<file path="config.mk">
export PLATFORM = sky130hd
export DESIGN_NAME = bounded_priority_queue
export DESIGN_NICKNAME = d
export VERILOG_FILES = /design/src/rtl/core/bpq_pkg.sv /design/src/rtl/core/bpq_ram.sv /design/src/rtl/core/bpq_ctrl.sv /design/src/rtl/core/bounded_priority_queue.sv
export VERILOG_INCLUDE_DIRS = /design/src /design/src/rtl/core
export SDC_FILE = /design/constraint.sdc
export NUM_CORES = 1
export LEC_CHECK = 0
export BUFFER_PORTS_ARGS = -buffer_cell sky130_fd_sc_hd__buf_2
export CAP_MARGIN = 25
export CORE_MARGIN = 5
export CORE_UTILIZATION = 55
export DETAILED_ROUTE_END_ITERATION = 8
export PLACE_DENSITY = 0.72
export SYNTH_ARGS = -nofsm -noshare
export SYNTH_HDL_FRONTEND = slang
export SYNTH_SLANG_ARGS = --single-unit
</file>
<file path="constraint.sdc">
create_clock -name clock -period 5.3 [get_ports clock]
set_clock_uncertainty 0.1 [all_clocks]
set_input_delay 0.265 -clock clock [delete_from_list [all_inputs] [get_ports clock]]
set_output_delay 0.265 -clock clock [all_outputs]
set_load 0.005 [all_outputs]
</file>
<file path="src/rtl/core/assert_macros.svh">
// Assertion macros shared by the priority queue RTL.
// Depends on nothing; define NO_ASSERTIONS to compile the checks out.
`ifndef ASSERT_MACROS_SVH
`define ASSERT_MACROS_SVH

`ifndef NO_ASSERTIONS

// Checks that a condition holds at every clock edge outside reset.
`define BPQ_ASSERT_ALWAYS(name, clk, rst, expr, msg) \
   name: assert property (@(posedge clk) disable iff (rst) (expr)) else $error(msg);

// Checks that a condition at one edge implies another at the next edge.
`define BPQ_ASSERT_NEXT(name, clk, rst, ante, cons, msg) \
   name: assert property (@(posedge clk) disable iff (rst) (ante) |=> (cons)) else $error(msg);

`else

`define BPQ_ASSERT_ALWAYS(name, clk, rst, expr, msg)
`define BPQ_ASSERT_NEXT(name, clk, rst, ante, cons, msg)

`endif

`endif

</file>
<file path="src/rtl/core/bpq_pkg.sv">
// Shared types, constants and address helper for the bounded priority queue.
// Depends on nothing; every RTL module of the block uses it.
`timescale 1ns / 1ps

package bpq_pkg;

   localparam int CAPACITY = 16;
   localparam int PTR_W    = $clog2(CAPACITY);
   localparam int CNT_W    = $clog2(CAPACITY + 1);
   localparam int DATA_W   = 8;
   localparam int OCC_W    = 5;

   localparam logic CMD_ENQUEUE = 1'b0;
   localparam logic CMD_DEQUEUE = 1'b1;

   typedef logic [PTR_W-1:0] ptr_type;
   typedef logic [CNT_W-1:0] cnt_type;

   typedef struct packed {
      logic [DATA_W-1:0] value;
      logic [DATA_W-1:0] prio;
   } entry_type;

   typedef struct packed {
      logic      en;
      ptr_type   addr;
      entry_type data;
   } ram_wr_type;

   typedef struct packed {
      logic    en;
      ptr_type addr;
   } ram_rd_type;

   typedef struct packed {
      logic             out_valid;
      entry_type        item;
      logic             dropped;
      logic [OCC_W-1:0] occupancy;
   } result_type;

   // Physical slot of a logical queue position: the list is a ring that
   // starts at the head slot.
   function automatic ptr_type phys_addr(ptr_type head, ptr_type offs);
      logic [PTR_W:0] sum;
      sum = {1'b0, head} + {1'b0, offs};
      if (sum >= (PTR_W + 1)'(CAPACITY)) begin
         sum = sum - (PTR_W + 1)'(CAPACITY);
      end
      return sum[PTR_W-1:0];
   endfunction

endpackage

</file>
<file path="src/rtl/core/bpq_ram.sv">
// Entry store of the priority queue: one write port, one registered read port.
// Depends on bpq_pkg for the entry and port types.
`timescale 1ns / 1ps

module bpq_ram (
   input  logic                   clock,
   input  bpq_pkg::ram_wr_type    wr,
   input  bpq_pkg::ram_rd_type    rd,
   output bpq_pkg::entry_type     rd_data
);

   bpq_pkg::entry_type mem [bpq_pkg::CAPACITY];

   always_ff @(posedge clock) begin
      if (wr.en) begin
         mem[wr.addr] <= wr.data;
      end
   end

   always_ff @(posedge clock) begin
      if (rd.en) begin
         rd_data <= mem[rd.addr];
      end
   end

endmodule

</file>
<file path="src/rtl/core/bpq_ctrl.sv">
// Sequencer of the priority queue: head pointer, count, and the sorted-insert scan.
// Depends on bpq_pkg and assert_macros.svh; drives the entry store bpq_ram.
`timescale 1ns / 1ps
`include "assert_macros.svh"

module bpq_ctrl (
   input  logic                   clock,
   input  logic                   reset,
   input  logic                   req_valid,
   output logic                   req_ready,
   input  logic                   req_command,
   input  bpq_pkg::entry_type     req_item,
   output logic                   res_valid,
   output bpq_pkg::result_type    res,
   input  logic                   res_taken,
   output bpq_pkg::ram_wr_type    ram_wr,
   output bpq_pkg::ram_rd_type    ram_rd,
   input  bpq_pkg::entry_type     ram_rd_data
);

   localparam int ST_W = 3;
   localparam logic [ST_W-1:0] ST_IDLE  = 3'd0;
   localparam logic [ST_W-1:0] ST_POP   = 3'd1;
   localparam logic [ST_W-1:0] ST_EVICT = 3'd2;
   localparam logic [ST_W-1:0] ST_SCAN  = 3'd3;
   localparam logic [ST_W-1:0] ST_PLACE = 3'd4;
   localparam logic [ST_W-1:0] ST_DONE  = 3'd5;

   logic [ST_W-1:0]      state_ff, state_in;
   bpq_pkg::ptr_type     head_ff, head_in;
   bpq_pkg::cnt_type     count_ff, count_in;
   bpq_pkg::ptr_type     k_ff, k_in;
   bpq_pkg::entry_type   item_ff, item_in;
   logic                 full_ff, full_in;
   bpq_pkg::result_type  res_ff, res_in;
   logic                 insert_done;

   always_comb begin
      state_in    = state_ff;
      head_in     = head_ff;
      count_in    = count_ff;
      k_in        = k_ff;
      item_in     = item_ff;
      full_in     = full_ff;
      res_in      = res_ff;
      ram_wr      = '0;
      ram_rd      = '0;
      req_ready   = 1'b0;
      res_valid   = 1'b0;
      insert_done = 1'b0;

      case (state_ff)
         ST_IDLE: begin
            req_ready = 1'b1;
            if (req_valid) begin
               item_in = req_item;
               res_in  = '0;
               if (req_command == bpq_pkg::CMD_DEQUEUE) begin
                  if (count_ff == '0) begin
                     state_in = ST_DONE;
                  end else begin
                     ram_rd.en   = 1'b1;
                     ram_rd.addr = head_ff;
                     state_in    = ST_POP;
                  end
               end else if (count_ff == '0) begin
                  ram_wr.en   = 1'b1;
                  ram_wr.addr = head_ff;
                  ram_wr.data = req_item;
                  count_in    = bpq_pkg::cnt_type'(1);
                  state_in    = ST_DONE;
               end else begin
                  // Start at the tail and walk toward the head.
                  k_in        = bpq_pkg::PTR_W'(count_ff - bpq_pkg::cnt_type'(1));
                  ram_rd.en   = 1'b1;
                  ram_rd.addr = bpq_pkg::phys_addr(head_ff, k_in);
                  full_in     = (count_ff == bpq_pkg::cnt_type'(bpq_pkg::CAPACITY));
                  state_in    = full_in ? ST_EVICT : ST_SCAN;
               end
            end
         end
         ST_POP: begin
            res_in.out_valid = 1'b1;
            res_in.item      = ram_rd_data;
            res_in.dropped   = 1'b0;
            head_in  = bpq_pkg::phys_addr(head_ff, bpq_pkg::ptr_type'(1));
            count_in = count_ff - bpq_pkg::cnt_type'(1);
            state_in = ST_DONE;
         end
         ST_EVICT: begin
            res_in.out_valid = 1'b1;
            res_in.dropped   = 1'b1;
            if (ram_rd_data.prio >= item_ff.prio) begin
               // The new item ranks at or below the tail, so it is dropped itself.
               res_in.item = item_ff;
               state_in    = ST_DONE;
            end else begin
               // The tail is dropped; the scan shifts entries over its slot.
               res_in.item = ram_rd_data;
               k_in        = bpq_pkg::PTR_W'(bpq_pkg::CAPACITY - 2);
               ram_rd.en   = 1'b1;
               ram_rd.addr = bpq_pkg::phys_addr(head_ff, k_in);
               state_in    = ST_SCAN;
            end
         end
         ST_SCAN: begin
            ram_wr.en   = 1'b1;
            ram_wr.addr = bpq_pkg::phys_addr(head_ff, k_ff + bpq_pkg::ptr_type'(1));
            if (ram_rd_data.prio < item_ff.prio) begin
               ram_wr.data = ram_rd_data;
               if (k_ff == '0) begin
                  state_in = ST_PLACE;
               end else begin
                  k_in        = k_ff - bpq_pkg::ptr_type'(1);
                  ram_rd.en   = 1'b1;
                  ram_rd.addr = bpq_pkg::phys_addr(head_ff, k_in);
               end
            end else begin
               ram_wr.data = item_ff;
               insert_done = 1'b1;
            end
         end
         ST_PLACE: begin
            ram_wr.en   = 1'b1;
            ram_wr.addr = head_ff;
            ram_wr.data = item_ff;
            insert_done = 1'b1;
         end
         ST_DONE: begin
            res_valid = 1'b1;
            if (res_taken) begin
               state_in = ST_IDLE;
            end
         end
         default: begin
            state_in = ST_IDLE;
         end
      endcase

      if (insert_done) begin
         if (!full_ff) begin
            count_in = count_ff + bpq_pkg::cnt_type'(1);
         end
         state_in = ST_DONE;
      end
   end

   always_ff @(posedge clock) begin
      if (reset) begin
         state_ff <= ST_IDLE;
         head_ff  <= '0;
         count_ff <= '0;
      end else begin
         state_ff <= state_in;
         head_ff  <= head_in;
         count_ff <= count_in;
      end
   end

   always_ff @(posedge clock) begin
      k_ff    <= k_in;
      item_ff <= item_in;
      full_ff <= full_in;
      res_ff  <= res_in;
   end

   always_comb begin
      res           = res_ff;
      res.occupancy = bpq_pkg::OCC_W'(count_ff);
   end

   `BPQ_ASSERT_ALWAYS(a_count_bound, clock, reset, count_ff <= bpq_pkg::cnt_type'(bpq_pkg::CAPACITY), "entry count above capacity")
   `BPQ_ASSERT_ALWAYS(a_no_rw_clash, clock, reset, !(ram_wr.en && ram_rd.en && (ram_wr.addr == ram_rd.addr)), "read and write hit the same slot")
   `BPQ_ASSERT_NEXT(a_res_held, clock, reset, res_valid && !res_taken, res_valid && $stable(res), "pending result changed before hand-off")

endmodule

</file>
<file path="src/rtl/core/bounded_priority_queue.sv">
// Top level of the bounded priority queue: sequencer, entry store and result register.
// Depends on bpq_pkg, bpq_ctrl and bpq_ram.
`timescale 1ns / 1ps

// The queue holds up to 16 entries sorted by descending priority, with entries
// of equal priority kept in arrival order. Every accepted request yields exactly
// one result transfer. A dequeue returns the head entry (rsp_out_valid low when
// the queue is empty). An enqueue returns nothing valid unless the queue was
// full, in which case the lowest-ranked entry, possibly the new item, is
// reported with rsp_dropped high. rsp_occupancy is the count after the request.
// Entries live in a ring in a single memory with one write and one registered
// read port; a dequeue only reads the head slot and moves the head pointer.
// An enqueue walks the list from the tail, reading one entry and writing it
// one slot down per cycle until the insertion point is found; when the queue
// was full, the tail entry is first compared with the new item. When the
// queue is full and the new item ranks at or below the tail entry, the new
// item itself is dropped without a scan. The result sits in an output
// register; a request is taken as soon as the previous result has moved into
// that register, while it still waits for rsp_ready.
module bounded_priority_queue (
   input  logic       clock,
   input  logic       reset,
   input  logic       req_valid,
   output logic       req_ready,
   input  logic       req_command,
   input  logic [7:0] req_item_value,
   input  logic [7:0] req_priority_req,
   output logic       rsp_valid,
   input  logic       rsp_ready,
   output logic       rsp_out_valid,
   output logic [7:0] rsp_out_value,
   output logic [7:0] rsp_out_priority,
   output logic       rsp_dropped,
   output logic [4:0] rsp_occupancy
);

   bpq_pkg::entry_type   req_item;
   bpq_pkg::result_type  res;
   logic                 res_valid;
   logic                 out_free;
   bpq_pkg::ram_wr_type  ram_wr;
   bpq_pkg::ram_rd_type  ram_rd;
   bpq_pkg::entry_type   ram_rd_data;

   logic                 rsp_valid_ff, rsp_valid_in;
   bpq_pkg::result_type  rsp_data_ff, rsp_data_in;

   assign req_item.value = req_item_value;
   assign req_item.prio  = req_priority_req;

   // The output register can take a new result when it is empty or when its
   // current result is transferred in this cycle.
   assign out_free = !rsp_valid_ff || rsp_ready;

   bpq_ctrl u_ctrl (
      .clock       (clock),
      .reset       (reset),
      .req_valid   (req_valid),
      .req_ready   (req_ready),
      .req_command (req_command),
      .req_item    (req_item),
      .res_valid   (res_valid),
      .res         (res),
      .res_taken   (out_free),
      .ram_wr      (ram_wr),
      .ram_rd      (ram_rd),
      .ram_rd_data (ram_rd_data)
   );

   bpq_ram u_ram (
      .clock   (clock),
      .wr      (ram_wr),
      .rd      (ram_rd),
      .rd_data (ram_rd_data)
   );

   always_comb begin
      rsp_valid_in = rsp_valid_ff;
      rsp_data_in  = rsp_data_ff;
      if (res_valid && out_free) begin
         rsp_valid_in = 1'b1;
         rsp_data_in  = res;
      end else if (rsp_ready) begin
         rsp_valid_in = 1'b0;
      end
   end

   always_ff @(posedge clock) begin
      if (reset) begin
         rsp_valid_ff <= 1'b0;
      end else begin
         rsp_valid_ff <= rsp_valid_in;
      end
   end

   always_ff @(posedge clock) begin
      rsp_data_ff <= rsp_data_in;
   end

   assign rsp_valid        = rsp_valid_ff;
   assign rsp_out_valid    = rsp_data_ff.out_valid;
   assign rsp_out_value    = rsp_data_ff.item.value;
   assign rsp_out_priority = rsp_data_ff.item.prio;
   assign rsp_dropped      = rsp_data_ff.dropped;
   assign rsp_occupancy    = rsp_data_ff.occupancy;

endmodule
</file>
==> results of run 1 <==
## registers in the layout, indices dropped and copies added (netlist names), 3 cells and up
| register | flops |
|---|---|
| u_ctrl.res | 18 |
| rsp_out_value | 8 |
| u_ctrl.item_ff | 16 |
| u_ctrl.state_ff | 3 |
| u_ram.mem | 256 |
| u_ctrl.head_ff | 4 |
| u_ram.rd_data | 16 |
| rsp_out_priority | 8 |
| u_ctrl.count_ff | 5 |
| u_ctrl.k_ff | 4 |
| rsp_occupancy | 5 |
## worst register-to-register path, delay by kind of cell (launching register included)
| family | cells | cell delay, ns |
|---|---|---|
| xor+xnor | 1 | 0.25 |
| compound gates | 4 | 1.05 |
| mux | 1 | 0.28 |
| flops | 1 | 0.48 |
| buf+inv | 1 | 0.14 |
| simple gates | 2 | 0.99 |
| fa+ha+maj | 2 | 0.57 |
## cell usage in the layout, fill, tap and decap left out, types with 31 or more instances in the layout
cell type | synthesis | final
sky130_fd_sc_hd__edfxtp_1 | 334 | 334
sky130_fd_sc_hd__and3_1 | 69 | 69
sky130_fd_sc_hd__a211oi_1 | 50 | 50
sky130_fd_sc_hd__nand2_1 | 74 | 74
sky130_fd_sc_hd__buf_4 | 3 | 31
sky130_fd_sc_hd__clkbuf_16 | 0 | 36
sky130_fd_sc_hd__inv_1 | 38 | 38
sky130_fd_sc_hd__buf_2 | 8 | 45
sky130_fd_sc_hd__a21oi_1 | 65 | 65
sky130_fd_sc_hd__a22o_1 | 32 | 32
sky130_fd_sc_hd__nor2_1 | 35 | 35
## how the worst max path moves through the flow
stage,from,end,slack [ns],depth (start not counted)
final,u_ctrl.count_ff[0],u_ram.rd_data[4],1.16,11
after global routing,u_ctrl.count_ff[0],u_ram.rd_data[4],0.88,11
after CTS,u_ctrl.count_ff[0],u_ram.rd_data[4],1.18,11
after detailed placement,u_ctrl.count_ff[0],u_ram.rd_data[4],1.22,11
after global placement,u_ctrl.count_ff[0],u_ram.rd_data[0],1.38,11
after floorplan,u_ctrl.state_ff[2],u_ram.mem[12][0],1.28,9
## routing by layer
layer	vias up	wire length (um)	part of all wire [%]
met5	-	0	0
met4	0	548	1.6
met3	48	2340	6.9
met2	353	16100	48
met1	4641	14700	44
li1	4199	-	-
## power groups by stage
stage               combinational [mW]  sequential (mW)  clock [mW]
floorplan                         1.87             3.83           0
global placement                  2.46             3.91           0
detailed placement                2.50             3.93           0
CTS                               2.53             3.87        2.33
global route                      2.79             3.91        2.45
finish                            2.56             3.87        2.29
## layout make-up
type,instances,area (sq um)
Clock buffer,43,927
Clock inverter,19,129
Fill cell,1893,10000
Inverter,38,143
Multi-Input combinational cell,575,4170
Sequential cell,347,10300
Tap cell,341,427
Timing Repair Buffer,95,676
## cells by family (layout without fill, tap and decap cells)
group	count (synthesis)	in the layout	share of synthesized area, %
xor+xnor	17	17	1.09
simple gates	226	226	7.82
buf+inv	110	195	3.33
fa+ha+maj	27	27	2.41
flops	347	347	68.9
compound gates	287	287	15.2
mux	18	18	1.21
==> tab_implementation.tex, run 1 <==
\begin{tabular}{lr}
\hline
Metric & Value \\
\hline
\multicolumn{2}{l}{\textbf{Outcome}} \\
\quad Result of the run & finished, final reports clean \\
\multicolumn{2}{l}{\textbf{Layout}} \\
\quad Layout net count & 1140 \\
\quad Layout overhead on the synthesized area & 12.3\% \\
\quad Non-Filler Instances & 1458 \\
\quad Number of diodes added for antenna fixing & 0 \\
\quad Share of cells above drive strength 1 & 14.1\% \\
\quad Final core utilization & 62.5\% \\
\quad Post-route design area & 16800 sq um \\
\multicolumn{2}{l}{\textbf{Detailed routing}} \\
\quad Via count & 9241 \\
\quad \# DRC & 0 \\
\quad Wire length per cell & 23.1 um \\
\quad Number of antenna-violating nets in the routed design & 0 \\
\quad Aggregate routed wire length & 33600 um \\
\quad First-iteration detailed-routing DRC count & 1074 \\
\quad Via-per-instance ratio & 6.34 \\
\quad Detailed-router iteration count before antenna repair & 6 \\
\multicolumn{2}{l}{\textbf{Worst setup path}} \\
\quad Startpoint type of the worst setup path & flop \\
\quad Largest delay contributor family on the critical path & compound AO/OA/AOI/OAI gates \\
\quad Buffering stage count on the worst path with inverters included & 1 \\
\quad CP max stage delay & 0.79 ns \\
\quad Worst Path Max Fanout & 19 \\
\quad Worst Path Class, Setup & flop to flop \\
\quad Endpoint arrival time on the critical path & 4.25 ns \\
\quad Cell chain of the critical path & inv\_1 -> ha\_1 -> xor2\_1 -> ha\_1 -> and3\_1 -> o21ba\_2 -> a31oi\_1 -> mux2i\_1 -> o211a\_4 -> or2\_1 -> o211ai\_1 \\
\quad Worst reg2reg path depth & 11 \\
\quad Required time at the endpoint of the critical path & 5.41 ns \\
\quad Startpoint of the most critical register-to-register path & u\_ctrl.count\_ff[0] \\
\quad Critical Path Most Common Cell & sky130\_fd\_sc\_hd\_\_ha\_1 \\
\quad Worst-case register-to-register setup slack & 1.16 ns \\
\quad Reg-to-Reg End & u\_ram.rd\_data[4] \\
\quad Worst path slowest cell & sky130\_fd\_sc\_hd\_\_or2\_1 \\
\quad Worst setup EP type & flop \\
\multicolumn{2}{l}{\textbf{Synthesis}} \\
\quad Leading cell types by count after synthesis & 334 x sky130\_fd\_sc\_hd\_\_edfxtp\_1, 74 x sky130\_fd\_sc\_hd\_\_nand2\_1, 69 x sky130\_fd\_sc\_hd\_\_and3\_1 \\
\quad Most common cell in the synthesized netlist & sky130\_fd\_sc\_hd\_\_edfxtp\_1 \\
\quad Yosys top cell area share & 67.2\% \\
\quad Number of enable flip-flop cells after synthesis & 334 \\
\quad Net Count, Synth & 1080 \\
\quad Synth Warn \# & 0 \\
\quad Most area-hungry cell type in the Yosys netlist & sky130\_fd\_sc\_hd\_\_edfxtp\_1 \\
\quad Flop and latch count out of synthesis & 347 \\
\quad Commonest register cell after synthesis & sky130\_fd\_sc\_hd\_\_edfxtp\_1 \\
\quad Number of standard cells after synthesis & 1032 \\
\quad Seq/Total Area, Yosys & 68.9\% \\
\quad Avg Synthesized Cell Area & 14.5 sq um \\
\quad Number of distinct library cell variants in the gate-level netlist after synthesis & 75 \\
\quad Cell area after technology mapping & 14900 sq um \\
\quad Most area-consuming cells after synthesis & sky130\_fd\_sc\_hd\_\_edfxtp\_1 67\%, sky130\_fd\_sc\_hd\_\_and3\_1 2.9\%, sky130\_fd\_sc\_hd\_\_a211oi\_1 2.5\% \\
\quad Asr flop ratio synth & 0\% \\
\multicolumn{2}{l}{\textbf{Floorplan}} \\
\quad I/O pin count & 46 \\
\quad Core box area & 26800 sq um \\
\quad Initial core utilization & 55.7\% \\
\quad Chip Height & 175 um \\
\quad Chip width & 175 um \\
\quad Total number of placement rows & 60 \\
\quad Die area & 30500 sq um \\
\multicolumn{2}{l}{\textbf{Pwr}} \\
\quad Maximum vdd drop & 0.204 mV \\
\quad Fraction of power consumed by combinational cells & 29.3\% \\
\quad Switching Fraction & 32.6\% \\
\quad Sequential group share of total power & 44.4\% \\
\quad Power per standard cell area & 520 nW/um\^{}2 \\
\quad Reported net switching power & 2.84 mW \\
\quad PnR Total Power & 8.72 mW \\
\quad Total leakage power & 6.00 nW \\
\quad Total internal power & 5.88 mW \\
\quad Clock network fraction of design power & 26.3\% \\
\multicolumn{2}{l}{\textbf{Min path}} \\
\quad Hold Crit Start & reset \\
\quad WHS Path Cells & 2 \\
\quad HP Class & input port to flop \\
\quad End of the worst hold path & u\_ctrl.head\_ff[3] \\
\multicolumn{2}{l}{\textbf{Flow run}} \\
\quad Reported max-cap violation count & 0 \\
\multicolumn{2}{l}{\textbf{Global route}} \\
\quad Remaining global-route overflow & 0 \\
\quad Total global-route track usage & 21.9\% \\
\quad Met1 Resource Use GR & 31.4\% \\
\quad Global-route wire length before repair & 52300 um \\
\quad Met3 Usage GRT & 3.44\% \\
\quad Highest-utilization routing layer at the global route stage & met2 \\
\quad Antenna violations before repair & 0 \\
\quad GR Layer Usage met2 & 36.0\% \\
\quad Pin count of the biggest net entering global routing & 81 \\
\quad Via count of the first global-routing pass & 9051 \\
\multicolumn{2}{l}{\textbf{Place}} \\
\quad Port buffer count & 45 \\
\quad Worst slack at placement & 1.22 ns \\
\quad Placer's final routability congestion estimate & 0.847 \\
\quad HPWL after detailed placement & 20500 um \\
\quad DP Area & 15500 sq um \\
\quad Post-placement cell count & 1378 \\
\multicolumn{2}{l}{\textbf{Timing}} \\
\quad Final critical-path required period & 4.14 ns \\
\quad Final Cycle Share & 78.2\% \\
\quad Final sum of negative setup slack & 0 ns \\
\quad Final hold slack & 0.0163 ns \\
\quad Slew margin rel. & 35.8\% \\
\quad Hold Vio Cnt, Final & 0 \\
\quad Worst-margin pin slew & 0.960 ns \\
\quad Final critical-path setup slack & 1.16 ns \\
\quad Number of max-slew violations in the final report & 0 \\
\quad Setup repair after global routing missed its margin & no \\
\quad Setup violations, final & 0 \\
\quad Maximum achievable frequency & 241 MHz \\
\multicolumn{2}{l}{\textbf{Clock network}} \\
\quad Clock network latency to the later pin of the worst-skew pair & 0.52 ns \\
\quad Cts bufs inserted & 35 \\
\quad Max Root-Sink Buffers & 3 \\
\quad Number of post-CTS setup repair buffers & 0 \\
\quad Clock root cell & sky130\_fd\_sc\_hd\_\_clkbuf\_16 \\
\quad Clock tree from TritonCTS & yes \\
\quad Post-CTS sizing & 0 \\
\quad CTS clk-pin slew, worst paths & 0.06 ns \\
\quad H-tree levels & 2 \\
\quad Quantity of hold-fixing buffers added after cts & 17 \\
\quad Clock Sink Count & 347 \\
\hline
\end{tabular}
Note: power is estimated with default switching activity, not from simulation.
==> run 2, diff against run 1 <==
==> constraint.sdc (replaced) <==
create_clock -name clock -period 4 [get_ports clock]
set_clock_uncertainty 0.1 [all_clocks]
set_input_delay 0.2 -clock clock [delete_from_list [all_inputs] [get_ports clock]]
set_output_delay 0.2 -clock clock [all_outputs]
set_load 0.005 [all_outputs]
==> run 2 against run 1 <==
Flip-flop and latch count unchanged. Die area did not move. Sequential power increased by 32%. Critical path type unchanged. Hold slack improved by 0.095 ns. Maximum frequency rose by 15%. Sequential share of layout area is 0.81 points lower. Non-clock buffer count up 11. Total power increased by 36%. Global-route usage down 0.34 points. Register-to-register slack got worse by 0.76 ns. Clock power is 41% higher. Core utilization increased by 0.84 points.
==> tab_implementation.tex, run 2 (synthesis gave the netlist of run 1 again) <==
\begin{tabular}{lr}
\hline
Metric & Value \\
\hline
\multicolumn{2}{l}{\textbf{Timing}} \\
\quad Final Cycle Share & 90.1\% (+12 points) \\
\quad Final critical-path setup slack & 0.395 ns (-0.761 ns) \\
\quad Final sum of negative setup slack & 0 ns (unchanged) \\
\quad Hold Vio Cnt, Final & 0 (unchanged) \\
\quad Maximum achievable frequency & 277 MHz (+15\%) \\
\quad Number of max-slew violations in the final report & 0 (unchanged) \\
\quad Slew margin rel. & 58.7\% (+23 points) \\
\quad Setup repair after global routing missed its margin & no \\
\quad Final critical-path required period & 3.60 ns (-0.539 ns) \\
\quad Setup violations, final & 0 (unchanged) \\
\quad Worst-margin pin slew & 0.620 ns (-0.339 ns) \\
\multicolumn{2}{l}{\textbf{Worst setup path}} \\
\quad Required time at the endpoint of the critical path & 4.15 ns (-1.26 ns) \\
\quad Worst Path Max Fanout & 16 (-3) \\
\quad CP max stage delay & 0.49 ns (-0.30 ns) \\
\quad Endpoint arrival time on the critical path & 3.76 ns (-0.49 ns) \\
\quad Largest delay contributor family on the critical path & compound AO/OA/AOI/OAI gates \\
\quad Worst reg2reg path depth & 12 (+1) \\
\quad Worst setup EP type & flop \\
\quad Startpoint type of the worst setup path & flop \\
\quad Startpoint of the most critical register-to-register path & u\_ctrl.count\_ff[0] \\
\quad Cell chain of the critical path & inv\_1 -> ha\_1 -> inv\_1 -> ha\_1 -> and3\_1 -> o21ba\_2 -> a31oi\_1 -> mux2i\_1 -> o211a\_4 -> or2\_2 -> a221o\_1 -> o211ai\_2 \\
\quad Worst Path Class, Setup & flop to flop \\
\quad Reg-to-Reg End & u\_ram.rd\_data[5] \\
\quad Worst-case register-to-register setup slack & 0.40 ns (-0.76 ns) \\
\quad Worst path slowest cell & sky130\_fd\_sc\_hd\_\_dfxtp\_1 \\
\quad Buffering stage count on the worst path with inverters included & 2 (+1) \\
\multicolumn{2}{l}{\textbf{Detailed routing}} \\
\quad Via count & 9217 (-0.26\%) \\
\quad Detailed-router iteration count before antenna repair & 7 (+1) \\
\quad Number of antenna-violating nets in the routed design & 0 (unchanged) \\
\quad \# DRC & 0 (unchanged) \\
\quad Wire length per cell & 22.6 um (-2.0\%) \\
\quad Wire length on met2 & 15500 um (-3.5\%) \\
\quad First-iteration detailed-routing DRC count & 945 (-12\%) \\
\quad Top metal layer carrying routed signals & met4 \\
\quad Routed length on met1 & 14700 um (+0.27\%) \\
\quad Detail Route met3 WL & 2290 um (-1.9\%) \\
\quad Aggregate routed wire length & 33200 um (-1.2\%) \\
\quad Via-per-instance ratio & 6.27 (-1.0\%) \\
\multicolumn{2}{l}{\textbf{Layout}} \\
\quad Number of flip-flops under the largest register name & 256 (unchanged) \\
\quad Layout overhead on the synthesized area & 13.8\% \\
\quad Number of inserted filler cells in the final layout & 1878 (-0.79\%) \\
\quad Most common cell after layout, fill and taps aside & sky130\_fd\_sc\_hd\_\_edfxtp\_1 \\
\quad Share of cells above drive strength 1 & 14.6\% (+0.48 points) \\
\quad Number of diodes added for antenna fixing & 0 (unchanged) \\
\quad Layout net count & 1151 (+0.96\%) \\
\quad Most flops, register & u\_ram.mem \\
\quad Most used cells in the layout excluding fill and tap cells & 334 x sky130\_fd\_sc\_hd\_\_edfxtp\_1, 74 x sky130\_fd\_sc\_hd\_\_nand2\_1, 69 x sky130\_fd\_sc\_hd\_\_and3\_1 \\
\multicolumn{2}{l}{\textbf{Pwr}} \\
\quad Reported net switching power & 3.81 mW (+34\%) \\
\quad Total leakage power & 6.09 nW (+1.6\%) \\
\quad Sequential group share of total power & 43.1\% (-1.3 points) \\
\quad Clock network fraction of design power & 27.3\% (+1.0 points) \\
\quad Power per standard cell area & 699 nW/um\^{}2 (+34\%) \\
\quad Maximum vdd drop & 0.335 mV (+64\%) \\
\quad Switching Fraction & 32.2\% (-0.45 points) \\
\quad Fraction of power consumed by combinational cells & 29.6\% (+0.3 points) \\
\quad Total internal power & 8.05 mW (+37\%) \\
\multicolumn{2}{l}{\textbf{Clock network}} \\
\quad CTS clk-pin slew, worst paths & 0.06 ns (about the same) \\
\quad Clock tree from TritonCTS & yes \\
\quad Clock network latency to the later pin of the worst-skew pair & 0.52 ns (about the same) \\
\quad Number of post-CTS setup repair buffers & 0 (unchanged) \\
\quad Max Root-Sink Buffers & 3 (unchanged) \\
\quad Clock Sink Count & 347 (unchanged) \\
\quad H-tree levels & 2 (unchanged) \\
\quad Clock root cell & sky130\_fd\_sc\_hd\_\_clkbuf\_16 \\
\quad Cts bufs inserted & 35 (unchanged) \\
\multicolumn{2}{l}{\textbf{Min path}} \\
\quad Hold Crit Start & req\_command \\
\quad WHS Path Cells & 2 (unchanged) \\
\quad HP Class & input port to flop \\
\quad End of the worst hold path & u\_ctrl.full\_ff \\
\multicolumn{2}{l}{\textbf{Place}} \\
\quad HPWL after detailed placement & 20700 um (+0.91\%) \\
\quad Worst slack at placement & 0.264 ns (-0.951 ns) \\
\quad Placer's final routability congestion estimate & 0.863 (+1.9\%) \\
\quad Port buffer count & 45 (unchanged) \\
\multicolumn{2}{l}{\textbf{Floorplan}} \\
\quad Chip Height & 175 um (unchanged) \\
\quad Die area & 30500 sq um (unchanged) \\
\quad Core box area & 26800 sq um (unchanged) \\
\quad Initial core utilization & 55.7\% (unchanged) \\
\quad Chip width & 175 um (unchanged) \\
\quad I/O pin count & 46 (unchanged) \\
\quad Total number of placement rows & 60 (unchanged) \\
\multicolumn{2}{l}{\textbf{Global route}} \\
\quad Via count of the first global-routing pass & 9000 (-0.56\%) \\
\quad Pin count of the biggest net entering global routing & 68 (-16\%) \\
\quad Remaining global-route overflow & 0 (unchanged) \\
\quad Antenna violations before repair & 0 (unchanged) \\
\quad Total global-route track usage & 21.5\% (-0.34 points) \\
\quad Global-route wire length before repair & 51500 um (-1.4\%) \\
\multicolumn{2}{l}{\textbf{Flow run}} \\
\quad Reported max-cap violation count & 0 (unchanged) \\
\multicolumn{2}{l}{\textbf{Outcome}} \\
\quad Result of the run & finished, final reports clean \\
\hline
\end{tabular}
## run 2: cell types whose count changed in the layout (fill, tap and decap cells not counted)
| cell | previous run | this run |
|---|---|---|
| sky130_fd_sc_hd__buf_12 | 1 | 6 |
| sky130_fd_sc_hd__buf_16 | 1 | 0 |
| sky130_fd_sc_hd__buf_4 | 31 | 34 |
| sky130_fd_sc_hd__buf_6 | 0 | 1 |
| sky130_fd_sc_hd__bufinv_16 | 1 | 4 |
| sky130_fd_sc_hd__clkbuf_1 | 7 | 6 |
| sky130_fd_sc_hd__clkinv_1 | 7 | 9 |
| sky130_fd_sc_hd__clkinv_2 | 8 | 1 |
| sky130_fd_sc_hd__clkinv_4 | 0 | 1 |
| sky130_fd_sc_hd__clkinvlp_4 | 1 | 3 |
| sky130_fd_sc_hd__dlygate4sd3_1 | 17 | 20 |
| sky130_fd_sc_hd__nand2b_2 | 1 | 0 |
| sky130_fd_sc_hd__nand2b_4 | 0 | 1 |
## run 2: per-layer routing
metal	vias up	track usage [%]
li1	4227	-
met1	4557	30.9
met2	377	34.5
met3	56	3.83
met4	0	5.83
met5	-	0
## run 2: power by group through the flow
stage          registers, mW  logic (mW)  clock network [mW]
2_1_floorplan           5.07        2.48                   0
3_3_place_gp            5.17        3.37                   0
3_5_place_dp            5.18        3.44                   0
4_1_cts                 5.11        3.47                3.28
5_1_grt                 5.16        3.82                3.44
6_report                5.12        3.51                3.24
## run 2: layout make-up
| class | count | area (sq um) | share of cell area, % |
|---|---|---|---|
| Clock inverter | 20 | 215 | 1.27 |
| Inverter | 38 | 143 | 0.840 |
| Clock buffer | 42 | 923 | 5.44 |
| Tap cell | 341 | 427 | 2.51 |
| Sequential cell | 347 | 10300 | 60.6 |
| Multi-Input combinational cell | 575 | 4170 | 24.6 |
| Timing Repair Buffer | 106 | 812 | 4.78 |
## run 2: metrics by stage
stage,utilization [%],power (mW),area [sq um],std cells,hold WS [ns]
CTS,63.3,11.9,17000,1468,0.0904
global placement,58.3,8.54,15600,1386,0.301
detailed placement,58.3,8.62,15600,1386,0.305
global route,63.4,12.4,17000,1469,0.131
finish,63.4,11.9,17000,1469,0.112
floorplan,-,7.56,14900,1032,0.169
## run 2: worst max path at each step
stage / startpoint / endpoint / slack (ns) / cells after the start
after floorplan: u_ctrl.state_ff[2] / u_ram.mem[12][0] / 0.39 / 9
after global placement: u_ctrl.k_ff[0] / u_ram.rd_data[15] / 0.38 / 12
after detailed placement: u_ctrl.count_ff[0] / u_ram.rd_data[3] / 0.26 / 12
after CTS: u_ctrl.count_ff[0] / u_ram.rd_data[3] / 0.25 / 12
after global routing: u_ctrl.count_ff[0] / u_ram.rd_data[12] / 0.12 / 12
final: u_ctrl.count_ff[0] / u_ram.rd_data[5] / 0.40 / 12
## run 2: what timing repair did
action	4_1_cts	5_1_grt
hold buffers	20	0
gates resized for setup	0	1
endpoints found under the hold margin	30	0
setup endpoints to repair	0	1
